## src/rtl/rce_pkg.sv

```systemverilog
`timescale 1ns / 1ps
// ----------------------------------------------------------------------------
// rce_pkg
// Shared types, constants and the month table of the calendar to epoch
// seconds converter.
// ----------------------------------------------------------------------------
package rce_pkg;

  localparam int unsigned EPOCH_YEAR      = 1970;
  // leap years in 1..1969
  localparam int unsigned LEAPS_BEFORE    = 477;
  localparam int unsigned SEC_PER_DAY     = 86400;
  localparam int unsigned SEC_PER_HOUR    = 3600;
  localparam int unsigned SEC_PER_MIN     = 60;
  localparam logic [38:0] SEC_MAX         = 39'h3F_FFFF_FFFF;

  typedef logic [6:0] sec_t;
  typedef logic [6:0] min_t;
  typedef logic [5:0] hour_t;
  typedef logic [5:0] day_t;
  typedef logic [3:0] month_t;
  typedef logic [6:0] yic_t;
  typedef logic [6:0] cent_t;

  // after decode: full year, (year-1) split as q*100+r, day of year, time of day
  typedef struct packed {
    logic               ok;
    logic [13:0]        year;
    logic [7:0]         q;
    logic [6:0]         r;
    logic signed [9:0]  yday;
    logic [17:0]        tod;
  } s1_t;

  typedef struct packed {
    logic               ok;
    logic [22:0]        whole;
    logic signed [9:0]  yday;
    logic [17:0]        tod;
  } s2_t;

  typedef struct packed {
    logic               ok;
    logic signed [23:0] days;
    logic [17:0]        tod;
  } s3_t;

  function automatic logic [8:0] days_before_month(input logic [3:0] month);
    logic [8:0] d;
    unique case (month)
      4'd1:    d = 9'd0;
      4'd2:    d = 9'd31;
      4'd3:    d = 9'd59;
      4'd4:    d = 9'd90;
      4'd5:    d = 9'd120;
      4'd6:    d = 9'd151;
      4'd7:    d = 9'd181;
      4'd8:    d = 9'd212;
      4'd9:    d = 9'd243;
      4'd10:   d = 9'd273;
      4'd11:   d = 9'd304;
      4'd12:   d = 9'd334;
      default: d = 9'd0;
    endcase
    return d;
  endfunction

endpackage

```

## src/rtl/rce_front.sv

```systemverilog
`timescale 1ns / 1ps
// ----------------------------------------------------------------------------
// rce_front
// First stage: range checks, full year, leap rule, day of year and time of
// day in seconds.
// ----------------------------------------------------------------------------
module rce_front (
  input  logic           clk,
  input  logic           rst,
  input  logic           in_valid,
  input  rce_pkg::sec_t   rtc_seconds,
  input  rce_pkg::min_t   rtc_minutes,
  input  rce_pkg::hour_t  rtc_hours,
  input  rce_pkg::day_t   rtc_day,
  input  rce_pkg::month_t rtc_month,
  input  rce_pkg::yic_t   rtc_year_in_century,
  input  rce_pkg::cent_t  rtc_century,
  output logic           s1_valid,
  output rce_pkg::s1_t    s1
);
  import rce_pkg::*;

  s1_t        s1_next;
  logic       leap;
  logic       yic_ge100;
  logic [1:0] cent_low;
  logic [8:0] yday_u;

  always_comb begin
    s1_next.ok = (rtc_month >= 4'd1) && (rtc_month <= 4'd12) && (rtc_day <= 6'd31) &&
                 (rtc_minutes <= 7'd60) && (rtc_seconds <= 7'd60) && (rtc_hours <= 6'd24);
    s1_next.year = 14'({7'b0, rtc_century} * 14'd100) + {7'b0, rtc_year_in_century};

    // year-1 = q*100 + r, taken apart without a divider
    if (rtc_year_in_century == 7'd0) begin
      s1_next.q = {1'b0, rtc_century} - 8'd1;
      s1_next.r = 7'd99;
    end else if (rtc_year_in_century >= 7'd101) begin
      s1_next.q = {1'b0, rtc_century} + 8'd1;
      s1_next.r = rtc_year_in_century - 7'd101;
    end else begin
      s1_next.q = {1'b0, rtc_century};
      s1_next.r = rtc_year_in_century - 7'd1;
    end

    // year mod 4 follows the year in century, year/100 is century plus carry
    yic_ge100 = rtc_year_in_century >= 7'd100;
    cent_low  = rtc_century[1:0] + {1'b0, yic_ge100};
    leap = (rtc_year_in_century[1:0] == 2'd0) &&
           (!((rtc_year_in_century == 7'd0) || (rtc_year_in_century == 7'd100)) ||
            (cent_low == 2'd0));

    yday_u = days_before_month(rtc_month) +
             {8'b0, leap && (rtc_month > 4'd2)} + {3'b0, rtc_day};
    s1_next.yday = $signed({1'b0, yday_u}) - 10'sd1;

    s1_next.tod = 18'({6'b0, rtc_hours} * 18'(SEC_PER_HOUR)) +
                  18'({11'b0, rtc_minutes} * 18'(SEC_PER_MIN)) +
                  {11'b0, rtc_seconds};
  end

  always_ff @(posedge clk) begin
    if (rst) begin
      s1_valid <= 1'b0;
    end else begin
      s1_valid <= in_valid;
    end
    s1 <= s1_next;
  end

endmodule

```

## src/rtl/rce_days.sv

```systemverilog
`timescale 1ns / 1ps
// ----------------------------------------------------------------------------
// rce_days
// Two stages: days of whole years since the epoch, then the signed day
// count including the day of year.
// ----------------------------------------------------------------------------
module rce_days (
  input  logic        clk,
  input  logic        rst,
  input  logic        s1_valid,
  input  rce_pkg::s1_t s1,
  output logic        s3_valid,
  output rce_pkg::s3_t s3
);
  import rce_pkg::*;

  logic        s2_valid;
  s2_t         s2;
  s2_t         s2_next;
  s3_t         s3_next;
  logic [22:0] yspan;

  always_comb begin
    yspan = 23'(s1.year) - 23'(EPOCH_YEAR);
    s2_next.ok   = s1.ok;
    s2_next.yday = s1.yday;
    s2_next.tod  = s1.tod;
    // 365 per year plus leaps(year-1) - leaps(1969); leaps(n) = 24q + r/4 + q/4
    if (s1.year > 14'(EPOCH_YEAR)) begin
      s2_next.whole = 23'(yspan * 23'd365) + 23'({15'b0, s1.q} * 23'd24) +
                      {18'b0, s1.r[6:2]} + {17'b0, s1.q[7:2]} - 23'(LEAPS_BEFORE);
    end else begin
      s2_next.whole = 23'd0;
    end
  end

  always_comb begin
    s3_next.ok   = s2.ok;
    s3_next.tod  = s2.tod;
    s3_next.days = $signed({1'b0, s2.whole}) + {{14{s2.yday[9]}}, s2.yday};
  end

  always_ff @(posedge clk) begin
    if (rst) begin
      s2_valid <= 1'b0;
      s3_valid <= 1'b0;
    end else begin
      s2_valid <= s1_valid;
      s3_valid <= s2_valid;
    end
    s2 <= s2_next;
    s3 <= s3_next;
  end

endmodule

```

## src/rtl/rce_scale.sv

```systemverilog
`timescale 1ns / 1ps
// ----------------------------------------------------------------------------
// rce_scale
// Two stages: day count to seconds plus time of day, then saturation,
// invalid forcing and the result register.
// ----------------------------------------------------------------------------
module rce_scale (
  input  logic               clk,
  input  logic               rst,
  input  logic               s3_valid,
  input  rce_pkg::s3_t        s3,
  output logic               done,
  output logic signed [38:0] epoch_seconds,
  output logic               fields_valid
);
  import rce_pkg::*;

  localparam logic signed [17:0] DAY_SECONDS = 18'(SEC_PER_DAY);

  logic               s4_valid;
  logic               s4_ok;
  logic signed [41:0] s4_total;
  logic signed [41:0] days_wide;
  logic signed [41:0] total_next;
  logic signed [38:0] epoch_next;

  always_comb begin
    // widen before the product so the full day count in seconds is kept
    days_wide  = 42'(s3.days);
    total_next = days_wide * 42'(DAY_SECONDS) + $signed({24'b0, s3.tod});
  end

  always_comb begin
    priority if (!s4_ok) begin
      epoch_next = '0;
    end else if (s4_total > $signed({3'b0, SEC_MAX})) begin
      epoch_next = $signed(SEC_MAX);
    end else begin
      epoch_next = s4_total[38:0];
    end
  end

  always_ff @(posedge clk) begin
    if (rst) begin
      s4_valid <= 1'b0;
      done     <= 1'b0;
    end else begin
      s4_valid <= s3_valid;
      done     <= s4_valid;
    end
    s4_ok         <= s3.ok;
    s4_total      <= total_next;
    epoch_seconds <= epoch_next;
    fields_valid  <= s4_ok;
  end

endmodule

```

## src/rtl/rtc_calendar_to_epoch_seconds_unit.sv

```systemverilog
`timescale 1ns / 1ps
// ----------------------------------------------------------------------------
// rtc_calendar_to_epoch_seconds_unit
// Converts a binary RTC calendar snapshot to Unix epoch seconds with a
// range-check flag.
// ----------------------------------------------------------------------------
//  channel   handshake          payload
//  request   start / busy       rtc_seconds .. rtc_century
//  result    done (one cycle)   epoch_seconds, fields_valid
//
// five register stages: decode, whole-year days, day count, scale to
// seconds, saturate and output.
// one request is taken every cycle; busy is always low.
// synchronous reset clears the stage valid bits only.
// the receiver cannot stall, so the pipeline never holds.
// ----------------------------------------------------------------------------
module rtc_calendar_to_epoch_seconds_unit (
  input  logic               clk,
  input  logic               rst,
  input  logic               start,
  output logic               busy,
  input  rce_pkg::sec_t       rtc_seconds,
  input  rce_pkg::min_t       rtc_minutes,
  input  rce_pkg::hour_t      rtc_hours,
  input  rce_pkg::day_t       rtc_day,
  input  rce_pkg::month_t     rtc_month,
  input  rce_pkg::yic_t       rtc_year_in_century,
  input  rce_pkg::cent_t      rtc_century,
  output logic               done,
  output logic signed [38:0] epoch_seconds,
  output logic               fields_valid
);
  import rce_pkg::*;

  logic s1_valid;
  s1_t  s1;
  logic s3_valid;
  s3_t  s3;

  assign busy = 1'b0;

  rce_front u_front (
    .clk                 (clk),
    .rst                 (rst),
    .in_valid            (start && !busy),
    .rtc_seconds         (rtc_seconds),
    .rtc_minutes         (rtc_minutes),
    .rtc_hours           (rtc_hours),
    .rtc_day             (rtc_day),
    .rtc_month           (rtc_month),
    .rtc_year_in_century (rtc_year_in_century),
    .rtc_century         (rtc_century),
    .s1_valid            (s1_valid),
    .s1                  (s1)
  );

  rce_days u_days (
    .clk      (clk),
    .rst      (rst),
    .s1_valid (s1_valid),
    .s1       (s1),
    .s3_valid (s3_valid),
    .s3       (s3)
  );

  rce_scale u_scale (
    .clk           (clk),
    .rst           (rst),
    .s3_valid      (s3_valid),
    .s3            (s3),
    .done          (done),
    .epoch_seconds (epoch_seconds),
    .fields_valid  (fields_valid)
  );

endmodule

```

## config.mk

```make
export PLATFORM = sky130hd
export DESIGN_NAME = rtc_calendar_to_epoch_seconds_unit
export DESIGN_NICKNAME = d
export VERILOG_FILES = /design/src/rtl/rce_pkg.sv /design/src/rtl/rce_front.sv /design/src/rtl/rce_days.sv /design/src/rtl/rce_scale.sv /design/src/rtl/rtc_calendar_to_epoch_seconds_unit.sv
export SDC_FILE = /design/constraint.sdc
export NUM_CORES = 1
export LEC_CHECK = 0
export ABC_AREA = 1
export BUFFER_PORTS_ARGS = -buffer_cell sky130_fd_sc_hd__buf_2
export CORE_MARGIN = 1.5
export CORE_UTILIZATION = 55
export DETAILED_ROUTE_END_ITERATION = 7
export GPL_TIMING_DRIVEN = 0
export PLACE_DENSITY = 0.72
export RECOVER_POWER = 100
export SLEW_MARGIN = 25
export SYNTH_ARGS = -nofsm -noshare
export SYNTH_HDL_FRONTEND = slang
export SYNTH_SLANG_ARGS = --single-unit
```

## constraint.sdc

```tcl
create_clock -name clk -period 9.4 [get_ports clk]
set_input_delay 0 -clock clk [delete_from_list [all_inputs] [get_ports clk]]
set_output_delay 0 -clock clk [all_outputs]
set_load 0.1 [all_outputs]
```

## After elaboration in Yosys (flattened, before gate mapping)

Memories as Yosys holds them, arrays and structs flattened.
Cells that the tools add are included.
Widths: inputs -> output; s select.

| storage, ports and cells | value |
|---|---|
| bits in registers | 241 |
| memory bits (read-only) | 144 |
| input bits | 47 |
| output and inout port bits | 42 |
| word-level logic and storage cells | 78 |
| memories | 1 |

| cells by class | value |
|---|---|
| $add $sub $neg | 18 |
| multipliers | 6 |
| $lt $le $gt $ge | 11 |
| equal/unequal tests | 1 |
| mux-type cells | 3 |
| bitwise logic cells | 1 |
| reductions and logical operators | 14 |

Memory list:

| memory | words | bits a word | read ports | clocked after memory_dff | wr ports | RTL line | text |
|---|---|---|---|---|---|---|---|
| (name not given) | 16 | 9 | 1 | 0 | 0 | rce_pkg.sv:50 | `unique case (month)` |

Operator list:

| kind | number |
|---|---|
| $add 42x19->42 | 1 |
| $gt 42x39->1 const B | 1 |
| $mux 38 | 1 |
| $mul 24x11->35 const B | 1 |
| $mux 15 | 2 |
| $add 23x24->24 | 1 |
| $add 23x13->23 | 1 |
| $add 23x5->23 | 1 |
| $add 23x6->23 | 1 |
| $mul 23x9->23 const B | 1 |
| $sub 23x9->23 const B | 1 |
| $add 18x13->18 | 1 |
| $add 18x7->18 | 1 |
| $sub 14x11->15 const B | 1 |
| $add 14x7->14 | 1 |
| $ge 7x7->1 const B | 2 |
| $gt 14x11->1 const B | 1 |
| $le 7x6->1 const B | 2 |
| $mul 6x8->14 const B | 1 |
| $le 6x5->1 const B | 2 |
| $mul 7x5->12 const B | 1 |
| $mul 7x4->11 const B | 1 |
| $mul 8x2->10 const B | 1 |
| $sub 9x1->10 const B | 1 |
| 18 further kinds | 26 |

## Longest topological paths before layout

| depth | value |
|---|---|
| word-level depth | 9 |
| mapped depth | 30 |
| gate-level depth less buffers | 30 |

## Modules after synthesis

From an unflattened synthesis, not the netlist that was laid out.

| unflattened totals | value |
|---|---|
| cells, all modules | 3121 |
| area total of the unflattened synthesis | 23401.2 um^2 |

Modules (own cells, without submodules):

| module | times used | cells each | area an instance (um^2) | sequential area each (um^2) |
|---|---|---|---|---|
| rce_scale | 1 | 1246 | 8861.0 | 1701.6 |
| rce_days | 1 | 1133 | 8790.9 | 1941.9 |
| rce_front | 1 | 740 | 5738.0 | 1181.1 |
| rtc_calendar_to_epoch_seconds_unit | 1 | 2 | 11.3 | 0.0 |

## Worst setup path after synthesis

Ideal clock, no wire load.

| timing path | value |
|---|---|
| path kind | flip-flop to flip-flop |
| start | register u_front.s1[44] (netlist name) |
| end | register u_days.s2[48] (netlist bit) |
| library setup time | 71 ps |
| arrival | 5335 ps |
| required time | 9329 ps |
| setup slack | 3994 ps |
| cell stages (with the launch flop) | 28 |
| path buffers | 0 |
| period minus slack after synthesis | 5406 ps |
| cells stage by stage | dfxtp_1 > inv_1 > ha_1 > nand2_1 > nand3_1 > nand2_1 > nand3_1 > xor2_1 > ha_1 > inv_1 > fa_1 > inv_1 > fa_1 > fa_1 > inv_1 > fa_1 > inv_1 > ha_1 > nand2_1 > nor2_1 > inv_1 > o21ai_0 > a21oi_1 > o21ai_0 > nand2_1 > nand2_1 > nand2_1 > a21oi_1 |

| on the way | value |
|---|---|
| word-level cells in the longest chain between the ends | 6 |
| elaborated cells between the ends (all ways) | 7 |
| those cells by class | add/sub: 5; mul: 1; order compare: 1 |

RTL lines:

| what | RTL line | text |
|---|---|---|
| $sub 14x11->15 | rce_days.sv:24 | `yspan = 23'(s1.year) - 23'(EPOCH_YEAR);` |
| $mul 23x9->23 | rce_days.sv:30 | `s2_next.whole = 23'(yspan * 23'd365) + 23'({15'b0, s1.q} * 23'd24) +` |
| $add 23x13->23 | rce_days.sv:30 |  |
| $add 23x5->23 | rce_days.sv:30 |  |
| $add 23x6->23 | rce_days.sv:31 | `{18'b0, s1.r[6:2]} + {17'b0, s1.q[7:2]} - 23'(LEAPS_BEFORE);` |
| $sub 23x9->23 | rce_days.sv:31 |  |
| to (signal assigned) | rce_days.sv:51 | `s2 <= s2_next;` |
| to (decl) | rce_days.sv:18 | `s2_t s2;` |

Several ways; a longest one is shown, not always the timed one.
A chain may end at the register's enable or synchronous reset.

## Final worst setup path

| timing path | value |
|---|---|
| start | register u_front.s1[44] (netlist name) |
| end | register u_days.s2[48] (netlist bit) |

| on the way | value |
|---|---|
| word-level cells in the longest chain between the ends | 6 |
| elaborated cells between the ends (all ways) | 7 |
| those cells by class | add/sub: 5; mul: 1; order compare: 1 |

RTL lines:

| what | RTL line |
|---|---|
| $sub 14x11->15 | rce_days.sv:24 |
| $mul 23x9->23 | rce_days.sv:30 |
| $add 23x13->23 | rce_days.sv:30 |
| $add 23x5->23 | rce_days.sv:30 |
| $add 23x6->23 | rce_days.sv:31 |
| $sub 23x9->23 | rce_days.sv:31 |

Several ways; a longest one is shown, not always the timed one.

==> impl_results.md <==
* Status: complete, no violations
* Top_reg_cell synth: dfxtp_1
* Sequential area share after synthesis at 22.1%
* Type of origin of the critical path: register
* Crit-path max cell delay at 0.54 ns
* Crit path kind: reg -> reg
* Chip width at 201 µm
* Worst-path clk slew at 0.06 ns
* Synth Register Bits at 239
* Initial antenna violation count at 0
* Met3 Use GR at 1.94%
* Slew @ Worst Pin at 1.24 ns
* CP required at 9.87 ns
* RD Place Congestion at 0.905
* Vias per cell at 4.86
* Num CTS Buffers at 25
* Max_cap viols at 0
* Post_cts resized at 0
* Hold path depth at 5
* Final Slew Violations at 0
* Post-route ant nets at 0
* Maximum root-to-sink buffer count at 3
* Dpl hpwl at 36,700 µm
* Worst-Skew Late Latency at 0.55 ns
* Most frequent cells in the layout: inv_1, nand2_1, ha_1
* Headroom to the max-slew limit at 17.6%
* Slowest CP cell: fa_1
* Mean Syn Cell Area at 8.09 µm²
* GR Util met1 at 26.0%
* Final setup viols at 0
* Hold Crit Class: in -> reg
* Starting Density at 55.8%
* Final period utilization at 68.2%
* Ys Warns at 0
* WP data arrival at 6.88 ns
* RSZ-0062 raised after global routing: no
* First-pass DRT Iterations at 6
* Post-layout util at 61.1%
* Filler cells at 3,526
* Port bufs at 86
* Setup TNS at 0 ns
* Most used routing layer in global routing: met2
* Clock skew at 0.0213 ns
* Chip height at 201 µm
* Tmin final at 6.41 ns
* Highest fanout seen on the critical path at 6
* Kind of end point of the critical path: register
* Post-CTS setup buffers at 0
* Antenna diode count at 0
* First-pass GRT wire length at 73,200 µm
* Post-synth cell types at 51
* Fmax at 156 MHz
* Cells after synthesis at 2,671
* Layout cells sized above 1 at 4.83%
* Post-synth EDFFs at 0
* Root buffer cell: clkbuf_16
* WL/cell at 12.7 µm
* DIE AREA at 40,500 µm²
* Num ports at 89
* Largest net degree at the start of global routing at 16
* Asr flop ratio synth at 0%
* # rows at 72
* Core ar. at 38,700 µm²
* Total gr overflow at 0
* Vias in the first global route at 16,400
* Detailed Route WL at 42,500 µm
* Worst R2R Path Depth at 27
* Most common cell after layout, fill and taps aside: inv_1
* Final nets at 3,393
* Drt initial violations at 608
* Gr usage total at 21.4%
* TritonCTS sink count at 239
* Grt met2 use at 40.1%
* Post-synthesis instance area at 21,600 µm²
* Area grow syn2layout at 9.64%
* Final hold vios at 0
* Synthesized Nets at 3,246
* H-tree Lvls at 1
* CTS tree: done
* Via count at 16,300
* # DRC at 0
-- critical path, delay by kind of cell, from the launching register on --
family / cells / cell delay [ns]
flip-flops: 1 / 0.48
AND/OR/NAND/NOR: 9 / 0.84
buffers and inverters: 6 / 0.54
adder cells (fa/ha/maj): 7 / 2.86
XOR/XNOR: 1 / 0.52
AO/OA/AOI/OAI: 4 / 1.07
-- final timing paths --
check             slack (ns)            from        endpoint
setup reg to reg        2.99  u_front.s1[44]   u_days.s2[48]
hold reg to reg         0.32  u_front.s1[26]   u_days.s2[26]
hold / removal          0.06      rtc_day[1]  u_front.s1[19]
setup / recovery        2.99  u_front.s1[44]   u_days.s2[48]
-- kinds of logic after synthesis --
group / after synthesis / share of synthesized area, %
AO/OA/AOI/OAI: 290 / 7.42
XOR/XNOR: 145 / 5.88
adder cells (fa/ha/maj): 528 / 36.7
buffers and inverters: 688 / 12.0
flip-flops: 239 / 22.1
multiplexers: 1 / 0.0463
other: 1 / 0.0174
AND/OR/NAND/NOR: 779 / 15.8
-- timing repair --
action	in CTS	in global routing
setup endpoints to repair	0	0
hold endpoints to repair	32	0
hold buffers	34	0
-- sequential cells by signal, indices dropped and copies added, names as in the netlist --
signal and count:
u_days.s2 52, u_scale.s4_total 42, u_days.s3 43, u_scale.s4_valid 1, u_days.s2_valid 1, u_scale.epoch_seconds 39
u_scale.fields_valid 1, u_front.s1_valid 1, u_scale.done 1, u_front.s1 56, u_days.s3_valid 1, u_scale.s4_ok 1
-- Yosys cell counts (10+ instances only) --
library cell / number / share of area [%]
inv_1: 668 / 12
nand2_1: 446 / 7.7
ha_1: 351 / 20
dfxtp_1: 239 / 22
fa_1: 177 / 16
a21oi_1: 159 / 3.7
nor2_1: 134 / 2.3
xor2_1: 99 / 4.0
nand3_1: 82 / 1.9
o21ai_0: 66 / 1.5
xnor2_1: 46 / 1.9
nand2_2: 27 / 0.78
nand4_1: 16 / 0.46
nor2_2: 15 / 0.43
a31oi_1: 13 / 0.38
nor3_1: 12 / 0.28
a21o_1: 10 / 0.35
nor2_4: 10 / 0.52
-- metal layers --
metal  wire length, µm  share of wire [%]  vias up
li1                  -                  -     8497
met1             19000                 45     7491
met2             21500                 51      241
met3              1190                2.8       59
met4               860                2.0        0
met5                 0                  0        -
-- final cells by class --
type	instances	area, µm²	area share [%]
sequential	239	4780	20.2
clock inverter	10	104	0.438
multi-input combinational	1744	14100	59.7
clock buffer	34	709	2.99
tap	518	648	2.74
buffer	12	51.3	0.217
timing repair buffer	120	708	2.99
inverter	676	2540	10.7
-- stage by stage --
stage | cell area [µm²] | worst slack, ns | hold slack (ns) | std cells
2_1_floorplan | 21600 | 3.99 | 0.0277 | 2671
3_3_place_gp | 22700 | 3.07 | 0.119 | 3275
3_5_place_dp | 22700 | 3.02 | 0.121 | 3275
5_1_grt | 23700 | 2.51 | 0.0796 | 3353
4_1_cts | 23800 | 2.99 | 0.0416 | 3353
6_report | 23700 | 2.99 | 0.0565 | 3353
Power is not shown: default switching activity piles up to over one toggle a cycle in this logic, so the estimate is an artifact.
